[src/rtl/core/assert_macros.svh]
// Assertion macros used by the top level of the arbiter.
`ifndef ASSERT_MACROS_SVH
`define ASSERT_MACROS_SVH
`ifndef SYNTHESIS
`define TMA_ASSERT(lbl, prop, msg) \
	lbl: assert property (@(posedge clk) disable iff (!arst_n) prop) else $error(msg);
`define TMA_NEVER(lbl, cond, msg) \
	lbl: assert property (@(posedge clk) disable iff (!arst_n) !(cond)) else $error(msg);
`else
`define TMA_ASSERT(lbl, prop, msg)
`define TMA_NEVER(lbl, cond, msg)
`endif
`endif

[src/rtl/core/tma_pkg.sv]
// Package with the types and constants of the TDMA memory phase arbiter.
package tma_pkg;

	localparam int unsigned COUNTER_BITS_DEF = 64;

	localparam logic [31:0] SLOT_PERIOD_RST = 32'd62500000;
	localparam logic [4:0]  NUM_SLOTS_RST   = 5'd3;
	localparam logic [3:0]  OWN_SLOT_RST    = 4'd0;

	localparam logic [1:0] REG_SLOT_PERIOD = 2'd0;
	localparam logic [1:0] REG_NUM_SLOTS   = 2'd1;
	localparam logic [1:0] REG_OWN_SLOT    = 2'd2;

	localparam logic [1:0] FUNC_BEGIN   = 2'd0;
	localparam logic [1:0] FUNC_END     = 2'd1;
	localparam logic [1:0] FUNC_UNKNOWN = 2'd2;
	localparam logic [1:0] FUNC_TICK    = 2'd3;

	localparam logic [1:0] RSP_NONE    = 2'd0;
	localparam logic [1:0] RSP_ACK     = 2'd1;
	localparam logic [1:0] RSP_NACK    = 2'd2;
	localparam logic [1:0] RSP_INVALID = 2'd3;

	localparam logic [1:0] PH_COMPUTING = 2'd0;
	localparam logic [1:0] PH_MEMORY    = 2'd1;
	localparam logic [1:0] PH_WAITING   = 2'd2;

	typedef enum logic [2:0] {
		S_IDLE,
		S_EVAL,
		S_DIV,
		S_MUL,
		S_ADD,
		S_OUT
	} tma_state_t;

	typedef struct packed {
		logic load;
		logic eval;
		logic div_step;
		logic mul;
		logic add;
	} tma_cmd_t;

	typedef struct packed {
		logic arm_req;
		logic div_last;
	} tma_status_t;

endpackage

[src/rtl/core/tma_ctrl.sv]
// Controller state machine that sequences one transaction through the datapath.
module tma_ctrl import tma_pkg::*; (
	input  logic        clk,
	input  logic        arst_n,
	input  logic        in_valid,
	output logic        in_ready,
	output logic        out_valid,
	input  logic        out_ready,
	input  tma_status_t status,
	output tma_cmd_t    cmd
);

	tma_state_t state_q, state_nx;

	always_ff @(posedge clk or negedge arst_n) begin
		if (!arst_n) begin
			state_q <= S_IDLE;
		end else begin
			state_q <= state_nx;
		end
	end

	always_comb begin
		state_nx = state_q;
		unique case (state_q)
			S_IDLE: begin
				if (in_valid) state_nx = S_EVAL;
			end
			S_EVAL: begin
				state_nx = status.arm_req ? S_DIV : S_OUT;
			end
			S_DIV: begin
				if (status.div_last) state_nx = S_MUL;
			end
			S_MUL: state_nx = S_ADD;
			S_ADD: state_nx = S_OUT;
			S_OUT: begin
				if (out_ready) state_nx = S_IDLE;
			end
			default: state_nx = S_IDLE;
		endcase
	end

	always_comb begin
		cmd = '0;
		in_ready = 1'b0;
		out_valid = 1'b0;
		unique case (state_q)
			S_IDLE: begin
				in_ready = 1'b1;
				cmd.load = in_valid;
			end
			S_EVAL: cmd.eval = 1'b1;
			S_DIV:  cmd.div_step = 1'b1;
			S_MUL:  cmd.mul = 1'b1;
			S_ADD:  cmd.add = 1'b1;
			S_OUT:  out_valid = 1'b1;
			default: cmd = '0;
		endcase
	end

endmodule

[src/rtl/core/tma_datapath.sv]
// Datapath with configuration, phase state, bit-serial slot division and compare arithmetic.
module tma_datapath import tma_pkg::*; #(
	parameter int unsigned COUNTER_BITS = COUNTER_BITS_DEF
) (
	input  logic        clk,
	input  logic        arst_n,
	input  logic        cfg_we,
	input  logic [1:0]  cfg_index,
	input  logic [31:0] cfg_data,
	input  logic [1:0]  func,
	input  logic [63:0] now,
	input  tma_cmd_t    cmd,
	output tma_status_t status,
	output logic [1:0]  response,
	output logic        phase_end_signal,
	output logic [1:0]  phase_now,
	output logic        timer_armed,
	output logic [63:0] compare_value
);

	localparam int unsigned CntW = $clog2(COUNTER_BITS);

	logic [31:0] slot_period_q;
	logic [4:0]  num_slots_q;
	logic [3:0]  own_slot_q;

	logic [1:0]              phase_q;
	logic                    tie_q;
	logic                    armed_q;
	logic [COUNTER_BITS-1:0] cmp_q;
	logic [1:0]              rsp_q;
	logic                    pend_q;

	logic [1:0]              func_q;
	logic [COUNTER_BITS-1:0] now_q;
	logic [COUNTER_BITS-1:0] nsh_q;
	logic [31:0]             rem_q;
	logic [4:0]              mod_q;
	logic [CntW-1:0]         cnt_q;
	logic [37:0]             dp_q;
	logic [COUNTER_BITS-1:0] base_q;

	logic       ok;
	logic [1:0] rsp_e;
	logic       pend_e;
	logic [1:0] phase_e;
	logic       armed_e;
	logic       arm_req;

	logic [32:0] trial;
	logic        qbit;
	logic [31:0] rem_nx;
	logic [5:0]  mod_sh;
	logic [4:0]  mod_nx;
	logic        in_slot;
	logic [5:0]  slot_dist;

	assign ok = (slot_period_q != 32'd0) && (num_slots_q != 5'd0)
		&& ({1'b0, own_slot_q} < num_slots_q);

	always_comb begin
		rsp_e = RSP_NONE;
		pend_e = 1'b0;
		phase_e = phase_q;
		armed_e = armed_q;
		arm_req = 1'b0;
		if (func_q == FUNC_TICK) begin
			if (armed_q && (now_q >= cmp_q)) begin
				armed_e = 1'b0;
				if (ok) begin
					if (!tie_q) begin
						if (phase_q == PH_WAITING) begin
							arm_req = 1'b1;
							phase_e = PH_MEMORY;
						end
					end else if (phase_q == PH_MEMORY) begin
						pend_e = 1'b1;
						arm_req = 1'b1;
						phase_e = PH_WAITING;
					end
				end
			end
		end else if (!ok || func_q == FUNC_UNKNOWN) begin
			rsp_e = RSP_INVALID;
		end else if (func_q == FUNC_BEGIN) begin
			if (phase_q == PH_COMPUTING) begin
				arm_req = 1'b1;
			end else begin
				rsp_e = RSP_INVALID;
			end
		end else begin
			if (phase_q == PH_COMPUTING) begin
				rsp_e = RSP_INVALID;
			end else begin
				armed_e = 1'b0;
				phase_e = PH_COMPUTING;
				rsp_e = RSP_ACK;
			end
		end
	end

	assign trial  = {rem_q, nsh_q[COUNTER_BITS-1]};
	assign qbit   = (trial >= {1'b0, slot_period_q});
	assign rem_nx = qbit ? 32'(trial - {1'b0, slot_period_q}) : trial[31:0];
	assign mod_sh = {mod_q, qbit};
	assign mod_nx = (mod_sh >= {1'b0, num_slots_q}) ? 5'(mod_sh - {1'b0, num_slots_q})
		: mod_sh[4:0];

	assign in_slot = (mod_q == {1'b0, own_slot_q});
	assign slot_dist = in_slot ? 6'd1
		: (mod_q < {1'b0, own_slot_q}) ? 6'({2'b0, own_slot_q} - {1'b0, mod_q})
		: 6'({2'b0, own_slot_q} + {1'b0, num_slots_q} - {1'b0, mod_q});

	assign status.arm_req  = arm_req;
	assign status.div_last = (cnt_q == CntW'(COUNTER_BITS - 1));

	always_ff @(posedge clk or negedge arst_n) begin
		if (!arst_n) begin
			slot_period_q <= SLOT_PERIOD_RST;
			num_slots_q <= NUM_SLOTS_RST;
			own_slot_q <= OWN_SLOT_RST;
			phase_q <= PH_COMPUTING;
			tie_q <= 1'b0;
			armed_q <= 1'b0;
			cmp_q <= '1;
			rsp_q <= RSP_NONE;
			pend_q <= 1'b0;
		end else begin
			if (cfg_we) begin
				unique case (cfg_index)
					REG_SLOT_PERIOD: slot_period_q <= cfg_data;
					REG_NUM_SLOTS:   num_slots_q <= cfg_data[4:0];
					REG_OWN_SLOT:    own_slot_q <= cfg_data[3:0];
					default: ;
				endcase
			end
			if (cmd.eval) begin
				rsp_q <= rsp_e;
				pend_q <= pend_e;
				phase_q <= phase_e;
				armed_q <= armed_e;
			end
			if (cmd.add) begin
				cmp_q <= COUNTER_BITS'(base_q + COUNTER_BITS'(dp_q));
				armed_q <= 1'b1;
				tie_q <= in_slot;
				if (func_q == FUNC_BEGIN) begin
					phase_q <= in_slot ? PH_MEMORY : PH_WAITING;
					rsp_q <= in_slot ? RSP_ACK : RSP_NACK;
				end
			end
		end
	end

	always_ff @(posedge clk) begin
		if (cmd.load) begin
			func_q <= func;
			now_q <= now[COUNTER_BITS-1:0];
			nsh_q <= now[COUNTER_BITS-1:0];
		end
		if (cmd.eval) begin
			rem_q <= '0;
			mod_q <= '0;
			cnt_q <= '0;
		end
		if (cmd.div_step) begin
			rem_q <= rem_nx;
			mod_q <= mod_nx;
			nsh_q <= nsh_q << 1;
			cnt_q <= cnt_q + 1'b1;
		end
		if (cmd.mul) begin
			dp_q <= 38'(slot_dist) * 38'(slot_period_q);
			base_q <= now_q - COUNTER_BITS'(rem_q);
		end
	end

	assign response = rsp_q;
	assign phase_end_signal = pend_q;
	assign phase_now = phase_q;
	assign timer_armed = armed_q;
	assign compare_value = 64'(cmp_q);

endmodule

[src/rtl/core/tdma_memory_phase_arbiter.sv]
// Top level of the TDMA memory phase arbiter.
//
// Channel  Direction  Handshake              Payload
// in       input      in_valid / in_ready    func, now
// out      output     out_valid / out_ready  response, phase_end_signal, phase_now,
//                                            timer_armed, compare_value
// cfg      input      cfg_we                 cfg_index, cfg_data
//
// A transaction that arms the comparator runs a restoring division by the slot period,
// one quotient bit a cycle, then a multiply and an add; any other goes from evaluation
// straight to the result. One transaction is in the block at a time.
// Reset restores the register defaults and leaves the core computing with the timer idle.
// A result waits in place while out_ready is low; no new transaction is taken meanwhile.
`include "assert_macros.svh"
module tdma_memory_phase_arbiter import tma_pkg::*; #(
	parameter int unsigned COUNTER_BITS = COUNTER_BITS_DEF
) (
	input  logic        clk,
	input  logic        arst_n,
	input  logic        cfg_we,
	input  logic [1:0]  cfg_index,
	input  logic [31:0] cfg_data,
	input  logic        in_valid,
	output logic        in_ready,
	input  logic [1:0]  func,
	input  logic [63:0] now,
	output logic        out_valid,
	input  logic        out_ready,
	output logic [1:0]  response,
	output logic        phase_end_signal,
	output logic [1:0]  phase_now,
	output logic        timer_armed,
	output logic [63:0] compare_value
);

	tma_cmd_t    cmd;
	tma_status_t status;

	tma_ctrl u_ctrl (
		.clk       (clk),
		.arst_n    (arst_n),
		.in_valid  (in_valid),
		.in_ready  (in_ready),
		.out_valid (out_valid),
		.out_ready (out_ready),
		.status    (status),
		.cmd       (cmd)
	);

	tma_datapath #(
		.COUNTER_BITS(COUNTER_BITS)
	) u_datapath (
		.clk              (clk),
		.arst_n           (arst_n),
		.cfg_we           (cfg_we),
		.cfg_index        (cfg_index),
		.cfg_data         (cfg_data),
		.func             (func),
		.now              (now),
		.cmd              (cmd),
		.status           (status),
		.response         (response),
		.phase_end_signal (phase_end_signal),
		.phase_now        (phase_now),
		.timer_armed      (timer_armed),
		.compare_value    (compare_value)
	);

	`TMA_NEVER(a_one_in_flight, in_ready && out_valid, "Input taken while a result is pending.")
	`TMA_ASSERT(a_ready_after_out, out_valid && out_ready |=> in_ready, "Not ready after result.")
	`TMA_ASSERT(a_phase_end_rearms, out_valid && phase_end_signal |-> phase_now == PH_WAITING && timer_armed, "Phase end without re-arming.")
	`TMA_ASSERT(a_nack_waits, out_valid && response == RSP_NACK |-> phase_now == PH_WAITING && timer_armed, "Nack without waiting state.")

endmodule
[config.mk]
export PLATFORM = sky130hd
export DESIGN_NAME = tdma_memory_phase_arbiter
export DESIGN_NICKNAME = d
export VERILOG_FILES = /design/src/rtl/core/tma_pkg.sv /design/src/rtl/core/tma_ctrl.sv /design/src/rtl/core/tma_datapath.sv /design/src/rtl/core/tdma_memory_phase_arbiter.sv
export VERILOG_INCLUDE_DIRS = /design/src /design/src/rtl/core
export SDC_FILE = /design/constraint.sdc
export NUM_CORES = 1
export LEC_CHECK = 0
export BUFFER_PORTS_ARGS = -buffer_cell sky130_fd_sc_hd__buf_2
export CORE_MARGIN = 2
export CORE_UTILIZATION = 63
export CTS_CLUSTER_SIZE = 14
export DETAILED_ROUTE_END_ITERATION = 8
export PLACE_DENSITY = 0.82
export SLEW_MARGIN = 20
export SYNTH_ARGS = -nofsm -noshare
export SYNTH_HDL_FRONTEND = slang
export SYNTH_HIERARCHICAL = 1
export SYNTH_SLANG_ARGS = --single-unit
[constraint.sdc]
create_clock -name clk -period 10.4 [get_ports clk]
set_clock_uncertainty 0.2 [all_clocks]
set_input_delay 1.04 -clock clk [delete_from_list [all_inputs] [get_ports clk]]
set_output_delay 1.04 -clock clk [all_outputs]
set_load 0.05 [all_outputs]
# [Yosys cells after proc, flatten, opt, wreduce, memory -nomap -nowiden]
# Cells that the tools add are included.
[classes] addsub=8 mul=1 n_div=0 order_cmp=5 eq_ne=20 shifts=0 n_mux=65 n_bitwise=0 n_reduce_logical=19
[ops] operator="2-to-1 mux 64 bit" n=2
[ops] operator="2-to-1 mux 32 bit" n=3
[ops] operator="adder 64 x 38 -> 64 bit" n=1
[ops] operator=">= comparator 64 bit" n=1
[ops] operator="subtractor 64 x 32 -> 64 bit" n=1
[ops] operator="2-to-1 mux 2 bit" n=21
[ops] operator="multiplier 6 x 32 -> 38 bit" n=1
[ops] operator=">= comparator 33 x 32 -> 1 bit" n=1
[ops] operator="nonzero test 32 bit" n=1
[ops] operator="subtractor 32 bit" n=1
[ops] operator="2-to-1 mux 1 bit" n=27
[ops] operator="2-to-1 mux 6 bit" n=4
[ops] operator="case mux 3 bit (6 select lines)" n=1
[ops] operator="2-to-1 mux 5 bit" n=3
[ops] operator="2-to-1 mux 3 bit" n=4
[ops] operator="!= test 3 x 2 -> 1 bit (second input constant)" n=3
[ops] operator="== test 2 bit (second input constant)" n=4
[ops] operator="adder 4 x 5 -> 6 bit" n=1
[ops] operator="adder 6 x 1 -> 6 bit (second input constant)" n=1
[ops] operator="== test 3 x 2 -> 1 bit (second input constant)" n=2
[ops] operator="== test 3 bit (second input constant)" n=2
[ops] operator="== test 6 bit (second input constant)" n=1
[ops] operator=">= comparator 6 x 5 -> 1 bit" n=1
[ops] operator="logical NOT 2 bit" n=3
[ops] operator="other kinds (19)" n=28
[totals] regBits=390 latchBits=0 mem_bits_rw=0 mem_bits_ro=0 input_bits=105 out_inout_bits=72 memories=0

# [Logic depth before layout (Yosys ltp)]
[depth] word_depth=10 depth_mapped=30 mapped_depth_nobuf=28

# [By module]
# Netlist, hierarchy kept.
[modules_own_cells] module="tma_datapath" instances=1 cells_per_inst=2877 area_per_inst_um2=28562.4
[modules_own_cells] module="tma_ctrl" instances=1 cells_per_inst=26 area_per_inst_um2=269.0

# [Worst setup path before layout]
# No wires, ideal clock.
[synth_path] kind="register to register" start="register u_datapath.num_slots_q[1]" end="register u_datapath.dp_q[37] (data pin)" setup_time_ns=0.258 t_arrival_ns=6.732 setup_slack_ns=3.211 stages_incl_launch_ff=30 cell_sequence="dfstp_2 inv_1 fa_1 inv_1 ha_1 a21o_1 a21o_1 a21o_1 a21oi_1 xnor2_1 nor2_1 a21oi_1 clkbuf_1 nor3_1 fa_1 inv_1 fa_1 fa_1 inv_1 ha_1 o21ai_0 nor2_1 o311ai_0 a21oi_1 o41ai_2 o21ai_0 nor3_1 o21bai_1 a21oi_1 xnor2_1"
[synth_via] elab_chain_len=5
[synth_rtl] element="from (decl)" line="tma_datapath.sv:24" text="logic [4:0] num_slots_q;"
[synth_rtl] element="from (signal assigned)" line="tma_datapath.sv:132" text="REG_NUM_SLOTS: num_slots_q <= cfg_data[4:0];"
[synth_rtl] element="adder 4 x 5 -> 6 bit" line="tma_datapath.sv:112" text=": 6'({2'b0, own_slot_q} + {1'b0, num_slots_q} - {1'b0, mod_q});"
[synth_rtl] element="subtractor 6 x 5 -> 6 bit" line="tma_datapath.sv:112"
[synth_rtl] element="2-to-1 mux 6 bit" line="tma_datapath.sv:111" text=": (mod_q < {1'b0, own_slot_q}) ? 6'({2'b0, own_slot_q} - {1'b0, mod_q})"
[synth_rtl] element="2-to-1 mux 6 bit" line="tma_datapath.sv:110" text="assign slot_dist = in_slot ? 6'd1"
[synth_rtl] element="multiplier 6 x 32 -> 38 bit" line="tma_datapath.sv:173" text="dp_q <= 38'(slot_dist) * 38'(slot_period_q);"
[synth_rtl] element="to (signal assigned)" line="tma_datapath.sv:173"
[synth_rtl] element="to (decl)" line="tma_datapath.sv:40" text="logic [37:0] dp_q;"
# No other way between the ends.
# A chain may end at the register's enable or synchronous reset.

# [Final worst setup path]
# Ends and elaborated chain as after synthesis.

==> reports/metrics.cfg <==
[timing]
worst_slack_ns = 2.067
worst_pin_slew_ns = 1.163
slew_violations = 0
grt_setup_unrepaired = false
slew_headroom = 0.2228
max_freq_mhz = 120.0
period_share = 0.8012
finalHoldViolCount = 0
tns_ns = 0
setup-violations-final = 0
min_period_ns = 8.333

[job]
drv_cap = 0

[setup_path]
worstSetupPathType = reg -> reg
crit_path_top_delay_cell = o311ai_0
cp_max_fo = 31
crit_path_end_kind = flop
max_stage_delay_ns = 0.59
cp.required_ns = 10.54
start_kind = flop
arrival_ns = 8.48
ff2ff_setup_slack_ns = 2.07
cp_common_cell = fa_1

[synthesis]
ys_warn_count = 6
yosysTopAreaCellShare = 0.2854
ys_seq_area_frac = 0.3893
synthTopCellsByArea = edfxtp_1 29%, ha_1 10%, fa_1 9.0%
synthDistinctLibCells = 89
synth_edf_count = 274
synth-seq-cells = 390
synth_top_cell_by_area = edfxtp_1
synth_flop_cell = edfxtp_1
syn-num-nets = 3370
syn_inst = 2903
syn_area_sq_um = 28830
async_flop_share = 0.2949
postSynthAreaPerCell_sq_um = 9.932

[die]
die_y_microns = 217.9
rows = 78
core_area_sq_um = 45280
die-area_sq_um = 47490
initial_core_util = 0.6367
die_w_microns = 217.9
ioPinCount = 177

[route]
via_per_inst = 6.267
drc_errors = 0
finalWirelength_microns = 83110
wire_per_inst_microns = 22.54
drtAntennaViolNets = 0
drt_iter0_drc = 2217
vias = 23110
firstDrtPassIters = 5

[place]
gp_congestion = 0.9837
pre_cts_slack_ns = 2.123
io_buffer_count = 176
dp_cells = 3601
dp_hpwl_microns = 64130

[layout]
syn2layout_area_growth_pct = 10.15
final_nets = 3515
fill_cells = 3416
drive_above_1_share = 0.1304
final_cell_count_no_fill = 3687

[clocking]
clk_pin_slew_ns = 0.06
htreeDepth = 2
cts_tree = yes
cts-root-buf = clkbuf_16
hold_buffers = 0
cts_sinks = 390
insertion_delay_ns = 0.60
cts_buffer_depth = 3
post-cts-setup-buffers = 0
cts_buffers = 44
cts_resized = 0

[global_route]
grt-ovfl-total = 0
grtUsageTotal = 0.3503
grt_first_pass_wirelength_microns = 127600
antenna_found_initial = 4
grt_max_degree = 77
grt_pass1_vias = 22580

[run_status]
status = finished clean

[hold_path]
holdCritPathClass = reg -> reg

cells by family (layout without fill, tap and decap cells):
logic type,Yosys count,in the layout,synth area share
and+or+nand+nor,833,833,0.1420
AOI/OAI and AO/OA,685,685,0.1538
buffers and inverters,417,598,0.05637
DFF,390,390,0.3893
adders and majority gates,362,362,0.1909
xor gates and xnor gates,184,184,0.05590
muxes,32,32,0.01163
other,0,3,0
final timing paths:
check / endpoint / startpoint / depth (start not counted)
max: u_datapath/dp_q[37]$_DFFE_PP_ / u_datapath/num_slots_q[1]$_DFFE_PN1P_ / 29
min: u_datapath/compare_value[50]$_DFFE_PN1P_ / u_datapath/compare_value[50]$_DFFE_PN1P_ / 2
max reg2reg: u_datapath/dp_q[37]$_DFFE_PP_ / u_datapath/num_slots_q[1]$_DFFE_PN1P_ / 29
min reg2reg: u_datapath/compare_value[50]$_DFFE_PN1P_ / u_datapath/compare_value[50]$_DFFE_PN1P_ / 2
max in group asynchronous: u_datapath/slot_period_q[30]$_DFFE_PN0P_ / arst_n / 2
min in group asynchronous: u_datapath/compare_value[42]$_DFFE_PN1P_ / arst_n / 1
per-stage QoR:
step / area [sq um] / utilization / hold WS (ns)
after floorplan: 28830 / - / 0.2608
after global placement: 30300 / 0.6692 / 0.2845
after detailed placement: 30300 / 0.6692 / 0.2870
after CTS: 31720 / 0.7005 / 0.2971
after global routing: 31760 / 0.7013 / 0.3131
final: 31760 / 0.7013 / 0.2981
layout by cell type (no fill, tap or decap), types with 21 or more instances in the layout:
cell type	synthesis	routed
nand3_1	37	37
nor4_1	58	58
and2_1	54	53
nand4_1	39	39
and3_1	21	21
a21o_1	108	108
fa_1	130	130
a22o_1	64	64
buf_4	1	24
dfstp_2	79	79
nor3_1	100	100
nand2b_1	29	29
xor2_1	68	67
edfxtp_1	274	274
o21bai_1	23	23
xnor2_1	116	116
nand2_1	276	276
inv_1	315	315
a21oi_1	193	192
o21ai_0	152	152
clkbuf_16	0	46
ha_1	232	232
buf_2	8	175
dfrtp_1	36	36
nor2b_1	24	23
nor2_1	138	134
layer usage:
layer	part of all wire	track usage	up-vias	routed length, microns
met2	0.47	0.5632	1089	38910
met1	0.40	0.4750	11280	33580
li1	-	-	10560	-
met4	0.036	0.1265	2	2993
met3	0.092	0.06722	181	7611
met5	0.00014	0	-	12
worst max-delay path, delay by kind of cell, from the launching register on:
family / cells / cell delay (ns)
fa+ha+maj: 6 / 2.66
xor+xnor: 2 / 0.23
simple gates: 5 / 0.72
flops: 1 / 0.56
buf+inv: 4 / 0.59
compound gates: 12 / 3.13
sequential cells by signal (all words and copies together), names as in the netlist:
signal	flops
u_datapath/mod_q	5
u_datapath/slot_period_q	32
u_datapath/phase_now	2
u_datapath/compare_value	64
u_datapath/tie_q	1
u_datapath/cnt_q	6
u_ctrl/state_q	3
u_datapath/nsh_q	64
u_datapath/rem_q	32
u_datapath/phase_end_signal	1
u_datapath/func_q	2
u_datapath/dp_q	38
u_datapath/num_slots_q	5
u_datapath/own_slot_q	4
u_datapath/response	2
u_datapath/timer_armed	1
u_datapath/now_q	64
u_datapath/base_q	64
cell type report:
type	count	area, sq um	area share
repair buffers	200	1076	0.03388
multi-input cells	2096	16090	0.5068
clock buffers	55	1205	0.03794
inverters	316	1186	0.03735
diodes	3	7.507	0.0002364
clock inverters	27	212.7	0.006698
well taps	600	750.7	0.02364
flip-flops and latches	390	11220	0.3535
synthesized netlist by cell type (4+ instances only):
master / instances
ha_1: 232
a211oi_1: 20
o211ai_1: 10
nor3_1: 100
mux2i_1: 20
fa_1: 130
dfrtp_1: 36
inv_1: 315
o21bai_1: 23
a21oi_1: 193
nor2_1: 138
o221ai_1: 4
a31oi_1: 16
a21boi_0: 5
nand3_1: 37
edfxtp_1: 274
or4_1: 4
mux2_2: 12
nor2b_1: 24
xnor2_1: 116
a21o_1: 108
dfstp_2: 79
and2_1: 54
clkbuf_1: 77
o21ai_0: 152
o21ai_1: 17
nand2_1: 276
nand3b_1: 4
o21a_1: 19
nand4_1: 39
a211o_1: 7
or3_1: 15
buf_6: 6
nor4_1: 58
o22ai_1: 4
xor2_1: 68
buf_1: 8
and3_1: 21
or2_2: 8
nand2b_1: 29
nor3b_1: 9
a22o_1: 64
buf_2: 8
a2111oi_0: 4
Power is left out: the tool's default activity adds up to more than one toggle a clock period on the data nets, which glitch-free logic cannot reach.
